File: src/rtl/cht_pkg.sv
// Shared types and constants for the climate hysteresis and CO2 trend block.
package cht_pkg;

    typedef enum logic [3:0] {
        ST_IDLE,
        ST_WALK,
        ST_NM,
        ST_NN,
        ST_DD,
        ST_BOT,
        ST_T1,
        ST_T2,
        ST_T3,
        ST_T4,
        ST_DIVS,
        ST_DIVW
    } t_state;

    typedef struct packed {
        logic busy;
        logic done;
    } t_div_stat;

    localparam logic ACT_MEAS   = 1'b0;
    localparam logic ACT_MANUAL = 1'b1;

    localparam logic [7:0] REG_CO2_ON   = 8'd0;
    localparam logic [7:0] REG_CO2_OFF  = 8'd1;
    localparam logic [7:0] REG_TEMP_ON  = 8'd2;
    localparam logic [7:0] REG_TEMP_OFF = 8'd3;

    localparam logic        [13:0] CO2_ON_RST   = 14'd900;
    localparam logic        [13:0] CO2_OFF_RST  = 14'd600;
    localparam logic signed [14:0] TEMP_ON_RST  = 15'sd2500;
    localparam logic signed [14:0] TEMP_OFF_RST = 15'sd2200;

    localparam int MIN_SAMPLES = 5;
    localparam int Q_BITS      = 17;

endpackage

File: src/rtl/cht_if.sv
// Handshake interfaces for measurement items, result items and register writes.
interface cht_in_if;
    logic               valid;
    logic               ready;
    logic               action;
    logic        [13:0] co2_ppm;
    logic signed [14:0] temp_centi;
    logic               set_vent_valid;
    logic               set_vent_value;
    logic               set_ac_valid;
    logic               set_ac_value;
    modport source (output valid, action, co2_ppm, temp_centi, set_vent_valid,
                    set_vent_value, set_ac_valid, set_ac_value, input ready);
    modport sink (input valid, action, co2_ppm, temp_centi, set_vent_valid,
                  set_vent_value, set_ac_valid, set_ac_value, output ready);
endinterface

interface cht_out_if;
    logic        valid;
    logic        ready;
    logic        vent_on;
    logic        ac_on;
    logic        prediction_valid;
    logic [15:0] predicted_co2;
    modport source (output valid, vent_on, ac_on, prediction_valid, predicted_co2,
                    input ready);
    modport sink (input valid, vent_on, ac_on, prediction_valid, predicted_co2,
                  output ready);
endinterface

interface cht_cfg_if;
    logic        valid;
    logic        ready;
    logic [7:0]  index;
    logic [15:0] data;
    modport source (output valid, index, data, input ready);
    modport sink (input valid, index, data, output ready);
endinterface

File: src/rtl/climate_hysteresis_co2_trend_top.sv
// Top level of the room climate controller with hysteresis flags and CO2 trend forecast.
// Each transaction updates the ventilation and AC flags by hysteresis (or by manual
// override) and returns one result. With fewer than five stored samples the result is
// ready in the cycle after the input is taken. Otherwise a least-squares forecast is formed:
// the sample memory is walked at one entry a cycle, seven products then go through one shared
// registered multiplier, and a restoring divider yields one quotient bit a cycle; the divider
// skips its iterations when the forecast is clamped at zero or saturated. The block takes no
// new transaction while a forecast is being computed nor while an unread result is held.
module climate_hysteresis_co2_trend_top #(
    parameter int WINDOW = 10
) (
    input  logic i_clk,
    input  logic i_rst_n,
    cht_in_if.sink    i_in,
    cht_out_if.source o_out,
    cht_cfg_if.sink   i_cfg
);
    localparam int AW    = (WINDOW > 1) ? $clog2(WINDOW) : 1;
    localparam int CW    = $clog2(WINDOW + 1);
    localparam int SYW   = 14 + CW;
    localparam int QW    = SYW + CW;
    localparam int NW    = 2 * CW;
    localparam int DW    = 4 * CW;
    localparam int BOTW  = 5 * CW;
    localparam int NUMW  = SYW + 2 * CW + 1;
    localparam int KW    = 2 * CW + 4;
    localparam int TA    = SYW + DW;
    localparam int TB    = NUMW + KW;
    localparam int TOPW  = ((TA > TB) ? TA : TB) + 2;
    localparam int MAW   = NUMW + 1;
    localparam int MBW   = ((DW > KW) ? DW : KW) + 1;
    localparam int PW    = MAW + MBW;
    localparam int SW    = AW + 2;

    cht_pkg::t_state r_state, n_state;

    logic        [13:0] r_co2_on, r_co2_off;
    logic signed [14:0] r_temp_on, r_temp_off;
    logic               r_vent, r_ac;
    logic [CW-1:0]      r_cnt, r_n, r_k;
    logic [AW-1:0]      r_wp, r_ra;
    logic [SYW-1:0]     r_sy;
    logic [QW-1:0]      r_q;
    logic [NW-1:0]      r_sx, r_nn;
    logic [DW-1:0]      r_d;
    logic [BOTW-1:0]    r_bot;
    logic signed [NUMW-1:0] r_num;
    logic signed [TOPW-1:0] r_top;
    logic               r_ov, r_opv, r_ovent, r_oac;
    logic [15:0]        r_opc;

    logic               accept, meas, vent_nx, ac_nx;
    logic [CW-1:0]      cnt_nx;
    logic [AW-1:0]      wp_nx;
    logic [SW-1:0]      start_s;
    logic [13:0]        rdata;
    logic [SYW-1:0]     sy_new;
    logic signed [MAW-1:0] mul_a;
    logic signed [MBW-1:0] mul_b;
    logic signed [PW-1:0]  mul_p;
    logic [NW-1:0]      nnc;
    logic [KW-1:0]      kdiff, kval;
    logic               div_start;
    cht_pkg::t_div_stat div_stat;
    logic [15:0]        div_q;

    assign i_cfg.ready = 1'b1;
    assign i_in.ready  = (r_state == cht_pkg::ST_IDLE) && (!r_ov || o_out.ready);
    assign accept      = i_in.valid && i_in.ready;
    assign meas        = i_in.action == cht_pkg::ACT_MEAS;

    always_comb begin
        vent_nx = r_vent;
        ac_nx   = r_ac;
        if (meas) begin
            if (!r_vent) begin
                if (i_in.co2_ppm > r_co2_on) begin
                    vent_nx = 1'b1;
                end
            end else if (i_in.co2_ppm < r_co2_off) begin
                vent_nx = 1'b0;
            end
            if (!r_ac) begin
                if (i_in.temp_centi > r_temp_on) begin
                    ac_nx = 1'b1;
                end
            end else if (i_in.temp_centi <= r_temp_off) begin
                ac_nx = 1'b0;
            end
        end else begin
            if (i_in.set_vent_valid) begin
                vent_nx = i_in.set_vent_value;
            end
            if (i_in.set_ac_valid) begin
                ac_nx = i_in.set_ac_value;
            end
        end
    end

    always_comb begin
        cnt_nx = r_cnt;
        wp_nx  = r_wp;
        if (meas) begin
            if (r_cnt < CW'(WINDOW)) begin
                cnt_nx = r_cnt + 1'b1;
            end
            wp_nx = (r_wp == AW'(WINDOW - 1)) ? '0 : r_wp + 1'b1;
        end
        start_s = SW'(wp_nx) + SW'(WINDOW) - SW'(cnt_nx);
        if (start_s >= SW'(WINDOW)) begin
            start_s = start_s - SW'(WINDOW);
        end
    end

    assign sy_new = r_sy + SYW'(rdata);
    assign nnc    = mul_p[NW-1:0] + NW'(r_n);
    assign kdiff  = KW'(r_nn - r_sx);
    assign kval   = (kdiff << 3) + (kdiff << 2);

    always_comb begin
        n_state = r_state;
        unique case (r_state)
            cht_pkg::ST_IDLE: begin
                if (accept && (cnt_nx >= CW'(cht_pkg::MIN_SAMPLES))) begin
                    n_state = cht_pkg::ST_WALK;
                end
            end
            cht_pkg::ST_WALK: begin
                if (r_k == r_n) begin
                    n_state = cht_pkg::ST_NM;
                end
            end
            cht_pkg::ST_NM:   n_state = cht_pkg::ST_NN;
            cht_pkg::ST_NN:   n_state = cht_pkg::ST_DD;
            cht_pkg::ST_DD:   n_state = cht_pkg::ST_BOT;
            cht_pkg::ST_BOT:  n_state = cht_pkg::ST_T1;
            cht_pkg::ST_T1:   n_state = cht_pkg::ST_T2;
            cht_pkg::ST_T2:   n_state = cht_pkg::ST_T3;
            cht_pkg::ST_T3:   n_state = cht_pkg::ST_T4;
            cht_pkg::ST_T4:   n_state = cht_pkg::ST_DIVS;
            cht_pkg::ST_DIVS: n_state = cht_pkg::ST_DIVW;
            cht_pkg::ST_DIVW: begin
                if (div_stat.done) begin
                    n_state = cht_pkg::ST_IDLE;
                end
            end
            default: n_state = cht_pkg::ST_IDLE;
        endcase
    end

    always_comb begin
        mul_a     = '0;
        mul_b     = '0;
        div_start = 1'b0;
        unique case (r_state)
            cht_pkg::ST_NM: begin
                mul_a = MAW'($signed({1'b0, r_n}));
                mul_b = MBW'($signed({1'b0, r_n - 1'b1}));
            end
            cht_pkg::ST_NN: begin
                mul_a = MAW'($signed({1'b0, nnc}));
                mul_b = MBW'($signed({1'b0, nnc - 1'b1}));
            end
            cht_pkg::ST_DD: begin
                mul_a = MAW'($signed({1'b0, mul_p[DW-1:0]}));
                mul_b = MBW'($signed({1'b0, r_n}));
            end
            cht_pkg::ST_BOT: begin
                mul_a = MAW'($signed({1'b0, r_sy}));
                mul_b = MBW'($signed({1'b0, r_sx}));
            end
            cht_pkg::ST_T1: begin
                mul_a = MAW'($signed({1'b0, r_q}));
                mul_b = MBW'($signed({1'b0, r_n}));
            end
            cht_pkg::ST_T2: begin
                mul_a = MAW'($signed({1'b0, r_sy}));
                mul_b = MBW'($signed({1'b0, r_d}));
            end
            cht_pkg::ST_T3: begin
                mul_a = MAW'(r_num);
                mul_b = MBW'($signed({1'b0, kval}));
            end
            cht_pkg::ST_DIVS: div_start = 1'b1;
            default: begin
            end
        endcase
    end

    always_ff @(posedge i_clk) begin
        if (!i_rst_n) begin
            r_state    <= cht_pkg::ST_IDLE;
            r_co2_on   <= cht_pkg::CO2_ON_RST;
            r_co2_off  <= cht_pkg::CO2_OFF_RST;
            r_temp_on  <= cht_pkg::TEMP_ON_RST;
            r_temp_off <= cht_pkg::TEMP_OFF_RST;
            r_vent     <= 1'b0;
            r_ac       <= 1'b0;
            r_cnt      <= '0;
            r_wp       <= '0;
            r_ov       <= 1'b0;
        end else begin
            r_state <= n_state;
            if (i_cfg.valid) begin
                unique case (i_cfg.index)
                    cht_pkg::REG_CO2_ON:   r_co2_on   <= i_cfg.data[13:0];
                    cht_pkg::REG_CO2_OFF:  r_co2_off  <= i_cfg.data[13:0];
                    cht_pkg::REG_TEMP_ON:  r_temp_on  <= $signed(i_cfg.data[14:0]);
                    cht_pkg::REG_TEMP_OFF: r_temp_off <= $signed(i_cfg.data[14:0]);
                    default: begin
                    end
                endcase
            end
            if ((accept && (cnt_nx < CW'(cht_pkg::MIN_SAMPLES)))
                    || ((r_state == cht_pkg::ST_DIVW) && div_stat.done)) begin
                r_ov <= 1'b1;
            end else if (o_out.ready) begin
                r_ov <= 1'b0;
            end
            if (accept) begin
                r_vent <= vent_nx;
                r_ac   <= ac_nx;
                r_cnt  <= cnt_nx;
                r_wp   <= wp_nx;
                if (cnt_nx < CW'(cht_pkg::MIN_SAMPLES)) begin
                    r_ovent <= vent_nx;
                    r_oac   <= ac_nx;
                    r_opv   <= 1'b0;
                    r_opc   <= '0;
                end
            end
            if ((r_state == cht_pkg::ST_DIVW) && div_stat.done) begin
                r_ovent <= r_vent;
                r_oac   <= r_ac;
                r_opv   <= 1'b1;
                r_opc   <= div_q;
            end
        end
    end

    always_ff @(posedge i_clk) begin
        if (accept) begin
            r_n  <= cnt_nx;
            r_ra <= start_s[AW-1:0];
            r_k  <= '0;
            r_sy <= '0;
            r_q  <= '0;
        end
        unique case (r_state)
            cht_pkg::ST_WALK: begin
                r_ra <= (r_ra == AW'(WINDOW - 1)) ? '0 : r_ra + 1'b1;
                r_k  <= r_k + 1'b1;
                if (r_k != '0) begin
                    r_sy <= sy_new;
                    if (r_k < r_n) begin
                        r_q <= r_q + QW'(sy_new);
                    end
                end
            end
            cht_pkg::ST_NN: begin
                r_sx <= NW'(mul_p[NW-1:0] >> 1);
                r_nn <= nnc;
            end
            cht_pkg::ST_DD:  r_d   <= mul_p[DW-1:0];
            cht_pkg::ST_BOT: r_bot <= mul_p[BOTW-1:0];
            cht_pkg::ST_T1:  r_num <= NUMW'(mul_p);
            cht_pkg::ST_T2:  r_num <= r_num - NUMW'(mul_p);
            cht_pkg::ST_T3:  r_top <= TOPW'(mul_p);
            cht_pkg::ST_T4:  r_top <= r_top + TOPW'(mul_p);
            default: begin
            end
        endcase
    end

    cht_window #(.DEPTH(WINDOW), .AW(AW)) u_window (
        .i_clk  (i_clk),
        .i_we   (accept && meas),
        .i_waddr(r_wp),
        .i_wdata(i_in.co2_ppm),
        .i_raddr(r_ra),
        .o_rdata(rdata)
    );

    cht_mul #(.AW(MAW), .BW(MBW)) u_mul (
        .i_clk(i_clk),
        .i_a  (mul_a),
        .i_b  (mul_b),
        .o_p  (mul_p)
    );

    cht_div #(.TW(TOPW), .BW(BOTW)) u_div (
        .i_clk  (i_clk),
        .i_rst_n(i_rst_n),
        .i_start(div_start),
        .i_top  (r_top),
        .i_bot  (r_bot),
        .o_stat (div_stat),
        .o_q    (div_q)
    );

    assign o_out.valid            = r_ov;
    assign o_out.vent_on          = r_ovent;
    assign o_out.ac_on            = r_oac;
    assign o_out.prediction_valid = r_opv;
    assign o_out.predicted_co2    = r_opc;

    // The result register stays empty while a forecast is being computed.
    a_idle_out: assert property (@(posedge i_clk) disable iff (!i_rst_n)
        (r_state != cht_pkg::ST_IDLE) |-> !r_ov)
        else $error("result held during forecast");

    a_short: assert property (@(posedge i_clk) disable iff (!i_rst_n)
        (accept && (cnt_nx < CW'(cht_pkg::MIN_SAMPLES))) |=> (r_ov && !r_opv))
        else $error("short result not issued");

    a_cnt: assert property (@(posedge i_clk) disable iff (!i_rst_n)
        r_cnt <= CW'(WINDOW))
        else $error("sample count overflow");

    a_div: assert property (@(posedge i_clk) disable iff (!i_rst_n)
        (r_state == cht_pkg::ST_DIVW) |-> (div_stat.busy || div_stat.done))
        else $error("divider idle while awaited");

    a_fin: assert property (@(posedge i_clk) disable iff (!i_rst_n)
        ((r_state == cht_pkg::ST_DIVW) && div_stat.done) |=> (r_ov && r_opv))
        else $error("forecast result not issued");
endmodule

File: src/rtl/cht_window.sv
// Circular sample memory holding the most recent CO2 readings.
module cht_window #(
    parameter int DEPTH = 10,
    parameter int AW    = 4
) (
    input  logic          i_clk,
    input  logic          i_we,
    input  logic [AW-1:0] i_waddr,
    input  logic [13:0]   i_wdata,
    input  logic [AW-1:0] i_raddr,
    output logic [13:0]   o_rdata
);
    logic [13:0] r_mem [DEPTH];

    always_ff @(posedge i_clk) begin
        if (i_we) begin
            r_mem[i_waddr] <= i_wdata;
        end
        o_rdata <= r_mem[i_raddr];
    end
endmodule

File: src/rtl/cht_mul.sv
// Shared registered signed multiplier.
module cht_mul #(
    parameter int AW = 28,
    parameter int BW = 17
) (
    input  logic                 i_clk,
    input  logic signed [AW-1:0] i_a,
    input  logic signed [BW-1:0] i_b,
    output logic signed [AW+BW-1:0] o_p
);
    always_ff @(posedge i_clk) begin
        o_p <= i_a * i_b;
    end
endmodule

File: src/rtl/cht_div.sv
// Iterative restoring divider giving a clamped and saturated 16-bit quotient.
module cht_div #(
    parameter int TW = 41,
    parameter int BW = 20
) (
    input  logic                 i_clk,
    input  logic                 i_rst_n,
    input  logic                 i_start,
    input  logic signed [TW-1:0] i_top,
    input  logic        [BW-1:0] i_bot,
    output cht_pkg::t_div_stat   o_stat,
    output logic        [15:0]   o_q
);
    localparam int QB   = cht_pkg::Q_BITS;
    localparam int CMPW = ((TW > BW + QB) ? TW : BW + QB) + 1;
    localparam int CNTW = $clog2(QB + 1);

    logic [TW-2:0]   top_u;
    logic            hi_sat;
    logic [BW:0]     trial;
    logic            fits;
    logic [BW-1:0]   r_rem;
    logic [QB-1:0]   r_sh;
    logic [QB-1:0]   r_q;
    logic [CNTW-1:0] r_cnt;
    logic            r_busy;
    logic            r_done;

    assign top_u  = i_top[TW-2:0];
    assign hi_sat = CMPW'(top_u) >= (CMPW'(i_bot) << QB);
    assign trial  = {r_rem, r_sh[QB-1]};
    assign fits   = trial >= {1'b0, i_bot};

    always_ff @(posedge i_clk) begin
        if (!i_rst_n) begin
            r_busy <= 1'b0;
            r_done <= 1'b0;
        end else begin
            r_done <= (i_start && (i_top[TW-1] || hi_sat))
                   || (!i_start && r_busy && (r_cnt == CNTW'(1)));
            if (i_start) begin
                if (i_top[TW-1]) begin
                    r_q    <= '0;
                end else if (hi_sat) begin
                    r_q    <= '1;
                end else begin
                    r_rem  <= BW'(top_u >> QB);
                    r_sh   <= top_u[QB-1:0];
                    r_q    <= '0;
                    r_cnt  <= CNTW'(QB);
                    r_busy <= 1'b1;
                end
            end else if (r_busy) begin
                r_rem <= fits ? BW'(trial - {1'b0, i_bot}) : trial[BW-1:0];
                r_q   <= {r_q[QB-2:0], fits};
                r_sh  <= {r_sh[QB-2:0], 1'b0};
                r_cnt <= r_cnt - 1'b1;
                if (r_cnt == CNTW'(1)) begin
                    r_busy <= 1'b0;
                end
            end
        end
    end

    assign o_stat.busy = r_busy;
    assign o_stat.done = r_done;
    assign o_q = (r_q > QB'(16'hFFFF)) ? 16'hFFFF : r_q[15:0];
endmodule
File: src/flat_wrapper.sv
// flat-port wrapper written by rule: the top's interface ports become plain ports
module climate_hysteresis_co2_trend_top_flat 
#(
    parameter int WINDOW = 10
)
  (i_clk, i_rst_n, i_in_valid, i_in_action, i_in_co2_ppm, i_in_temp_centi, i_in_set_vent_valid, i_in_set_vent_value, i_in_set_ac_valid, i_in_set_ac_value, i_in_ready, o_out_valid, o_out_vent_on, o_out_ac_on, o_out_prediction_valid, o_out_predicted_co2, o_out_ready, i_cfg_valid, i_cfg_index, i_cfg_data, i_cfg_ready);
  cht_in_if i_in_i ();
  cht_out_if o_out_i ();
  cht_cfg_if i_cfg_i ();
  input  logic i_clk;
  input  logic i_rst_n;
  input wire logic [$bits(i_in_i.valid)-1:0] i_in_valid;
  input wire logic [$bits(i_in_i.action)-1:0] i_in_action;
  input wire logic [$bits(i_in_i.co2_ppm)-1:0] i_in_co2_ppm;
  input wire logic [$bits(i_in_i.temp_centi)-1:0] i_in_temp_centi;
  input wire logic [$bits(i_in_i.set_vent_valid)-1:0] i_in_set_vent_valid;
  input wire logic [$bits(i_in_i.set_vent_value)-1:0] i_in_set_vent_value;
  input wire logic [$bits(i_in_i.set_ac_valid)-1:0] i_in_set_ac_valid;
  input wire logic [$bits(i_in_i.set_ac_value)-1:0] i_in_set_ac_value;
  output wire logic [$bits(i_in_i.ready)-1:0] i_in_ready;
  output wire logic [$bits(o_out_i.valid)-1:0] o_out_valid;
  output wire logic [$bits(o_out_i.vent_on)-1:0] o_out_vent_on;
  output wire logic [$bits(o_out_i.ac_on)-1:0] o_out_ac_on;
  output wire logic [$bits(o_out_i.prediction_valid)-1:0] o_out_prediction_valid;
  output wire logic [$bits(o_out_i.predicted_co2)-1:0] o_out_predicted_co2;
  input wire logic [$bits(o_out_i.ready)-1:0] o_out_ready;
  input wire logic [$bits(i_cfg_i.valid)-1:0] i_cfg_valid;
  input wire logic [$bits(i_cfg_i.index)-1:0] i_cfg_index;
  input wire logic [$bits(i_cfg_i.data)-1:0] i_cfg_data;
  output wire logic [$bits(i_cfg_i.ready)-1:0] i_cfg_ready;
  assign i_in_i.valid = i_in_valid;
  assign i_in_i.action = i_in_action;
  assign i_in_i.co2_ppm = i_in_co2_ppm;
  assign i_in_i.temp_centi = i_in_temp_centi;
  assign i_in_i.set_vent_valid = i_in_set_vent_valid;
  assign i_in_i.set_vent_value = i_in_set_vent_value;
  assign i_in_i.set_ac_valid = i_in_set_ac_valid;
  assign i_in_i.set_ac_value = i_in_set_ac_value;
  assign i_in_ready = i_in_i.ready;
  assign o_out_valid = o_out_i.valid;
  assign o_out_vent_on = o_out_i.vent_on;
  assign o_out_ac_on = o_out_i.ac_on;
  assign o_out_prediction_valid = o_out_i.prediction_valid;
  assign o_out_predicted_co2 = o_out_i.predicted_co2;
  assign o_out_i.ready = o_out_ready;
  assign i_cfg_i.valid = i_cfg_valid;
  assign i_cfg_i.index = i_cfg_index;
  assign i_cfg_i.data = i_cfg_data;
  assign i_cfg_ready = i_cfg_i.ready;
  climate_hysteresis_co2_trend_top #(.WINDOW(WINDOW)) u_core (.i_clk(i_clk), .i_rst_n(i_rst_n), .i_in(i_in_i), .o_out(o_out_i), .i_cfg(i_cfg_i));
endmodule
File: config.mk
export PLATFORM = sky130hd
export DESIGN_NAME = climate_hysteresis_co2_trend_top_flat
export DESIGN_NICKNAME = d
export VERILOG_FILES = /design/src/rtl/cht_pkg.sv /design/src/rtl/cht_if.sv /design/src/rtl/climate_hysteresis_co2_trend_top.sv /design/src/rtl/cht_window.sv /design/src/rtl/cht_mul.sv /design/src/rtl/cht_div.sv /design/src/flat_wrapper.sv
export SDC_FILE = /design/constraint.sdc
export NUM_CORES = 2
export LEC_CHECK = 0
export ABC_AREA = 0
export BUFFER_PORTS_ARGS = -buffer_cell sky130_fd_sc_hd__buf_2
export CAP_MARGIN = 20
export CORE_MARGIN = 2
export CORE_UTILIZATION = 50
export DETAILED_ROUTE_END_ITERATION = 10
export GPL_TIMING_DRIVEN = 0
export PLACE_DENSITY_LB_ADDON = 0.25
export SLEW_MARGIN = 20
export SYNTH_ARGS = -nofsm -noshare
export SYNTH_HDL_FRONTEND = slang
export SYNTH_HIERARCHICAL = 1
export SYNTH_SLANG_ARGS = --single-unit
export TNS_END_PERCENT = 1
File: constraint.sdc
create_clock -name i_clk -period 19.4 [get_ports i_clk]
set_input_delay 2.91 -clock i_clk [delete_from_list [all_inputs] [get_ports i_clk]]
set_output_delay 2.91 -clock i_clk [all_outputs]
set_load 0.02 [all_outputs]
==> flow_summary.ini <==
[run_status]
outcome = finished clean

[hold_path]
worstHoldPathType = flop to flop

[die]
initial_core_util_pct = 50.3
rows = 111
core_area_um2 = 91200
die_h_um = 307
fp.dieArea_um2 = 94200
ios = 85
die_w_um = 307

[finish]
mostFrequentLayoutCell = inv_1
multi_input_area_um2 = 28700
antenna_cells = 0
final_area_um2 = 49900
post-route-util_pct = 54.7
seqCellArea_um2 = 13900
layout_common_cells = 692 x inv_1, 541 x nand2_1, 447 x fa_1
area.growth.synth_to_final_pct = 8.91
drive_gt1_share_pct = 7.29
finalNetCount = 5690
fillers = 8102

[sta]
hold_viol_final = 0
min_period_ps = 10300
tightest_slew_ps = 1080
fin_skew_ps = 38.1
finalMaxSlewViolations = 0
setup_violations = 0
fmax_ghz = 0.0971
setup_tns_ps = 0
relSlewSlack_pct = 28.2
holdWs_ps = 464
rsz0062_at_grt = false
finalCritPeriodShare_pct = 53.1

[worst_setup_path]
cp_num_buf_inv = 6
worst_path_max_delay_cell = clkbuf_1
worst_setup_path_end_kind = flop
cp_data_required_time_ps = 19920
cp.arrival_ps = 10810
critical_path_class = flop to flop
crit_path_max_incr_delay_ps = 780
crit_fanout = 10
startpoint_type = flop
critical_path.top_delay_family = adder cells
path_common_cell = fa_1
r2r_setup_slack_ps = 9100

[cts]
cts.hold.buffers_added = 0
cts_buffers = 55
path_clk_slew_ps = 60
ctsResizeCount = 0
htree_levels = 2
clock_latency_ps = 650
cts-root-buf = clkbuf_16
cts.sinks = 519
cts_tree = built
post_cts_buffers = 0
cts.path.max_buffers = 3

[drt]
via_count = 34400
initialDrtViolationCount = 2572
wirelength_mm = 126
via_per_inst = 5.67
wire_per_inst_um = 20.7
drc_errors = 0
first_pass_iters = 6
postRouteAntennaNets = 0

[power_and_ir_drop]
ir_drop_mv = 0.0842
p_leak_nw = 22.4
total_power_w = 0.00280
p_per_area_nw_per_um2 = 56.1

[placement]
dp_hpwl_mm = 99.4
place.gp.congestion = 0.924
placed_cell_area_um2 = 48000
port_buffers = 82

[grt]
grt_pass1_wl_mm = 197
grt_util_all_layers_pct = 27.0
grt_max_degree = 28
antenna_found_initial = 6
grt-ovfl-total = 0
grt_pass1_vias = 34700

[yosys]
yosysWarnings = 6
synthCells = 4688
avgSynthCellArea_um2 = 9.78
syn_area_um2 = 45900

[flow_run]
cap_violations = 0
[metrics by stage]
| stage | setup slack (ps) | std cells |
|---|---|---|
| floorplan | 11070 | 4691 |
| global placement | 9130 | 5959 |
| detailed placement | 9270 | 5968 |
| CTS | 9190 | 6072 |
| global route | 8660 | 6072 |
| finish | 9100 | 6072 |
[per-layer routing]
layer / routed length (µm) / up-vias / part of all wire (%) / track usage, %
li1: - / 16000 / - / -
met1: 53200 / 17000 / 42 / 35.8
met2: 58900 / 1134 / 47 / 44.8
met3: 8590 / 270 / 6.8 / 4.09
met4: 5080 / 8 / 4.0 / 9.82
met5: 57 / - / 0.045 / 0
[layout make-up]
type / count / area share (%)
Tap cell: 1186 / 2.97
Multi-Input combinational cell: 3299 / 57.5
Inverter: 694 / 5.22
Clock inverter: 26 / 0.729
Buffer: 179 / 1.50
Sequential cell: 519 / 27.8
Timing Repair Buffer: 91 / 1.08
Clock buffer: 78 / 3.19
[state kept, by name, indices dropped and copies added, names as in the netlist, 14 cells and up]
| register | flops |
|---|---|
| u_core/o_out.predicted_co2 | 16 |
| u_core/r_bot | 20 |
| u_core/r_co2_off | 14 |
| u_core/r_co2_on | 14 |
| u_core/r_d | 16 |
| u_core/r_num | 27 |
| u_core/r_q | 22 |
| u_core/r_sy | 18 |
| u_core/r_temp_off | 15 |
| u_core/r_temp_on | 15 |
| u_core/r_top | 41 |
| u_core/u_div/r_q | 17 |
| u_core/u_div/r_rem | 20 |
| u_core/u_div/r_sh | 17 |
| u_core/u_mul/o_p | 41 |
| u_core/u_window/o_rdata | 14 |
| u_core/u_window/r_mem | 140 |
[tightest hold or removal path: cells and delay by family, from the launching register on]
family / cells / cell delay [ps]
compound gates: 1 / 60
simple gates: 1 / 40
flops: 1 / 310
[power breakdown]
part / switching (W) / total [W] / internal, W / leakage, nW
combinational: 0.000258 / 0.000428 / 0.000169 / 16.9
sequential: 0.0000253 / 0.00123 / 0.00121 / 4.57
clock: 0.000470 / 0.00114 / 0.000671 / 0.957
[path summary, 6_finish.rpt]
kind,from,to,cells past startpoint
setup / recovery,u_core/r_sx[0],u_core/u_mul/o_p[37],32
setup reg to reg,u_core/r_sx[0],u_core/u_mul/o_p[37],32
hold / removal,u_core/r_temp_on[4],u_core/r_temp_on[4],2
hold reg to reg,u_core/r_temp_on[4],u_core/r_temp_on[4],2
(Power assumes the default switching activity.)
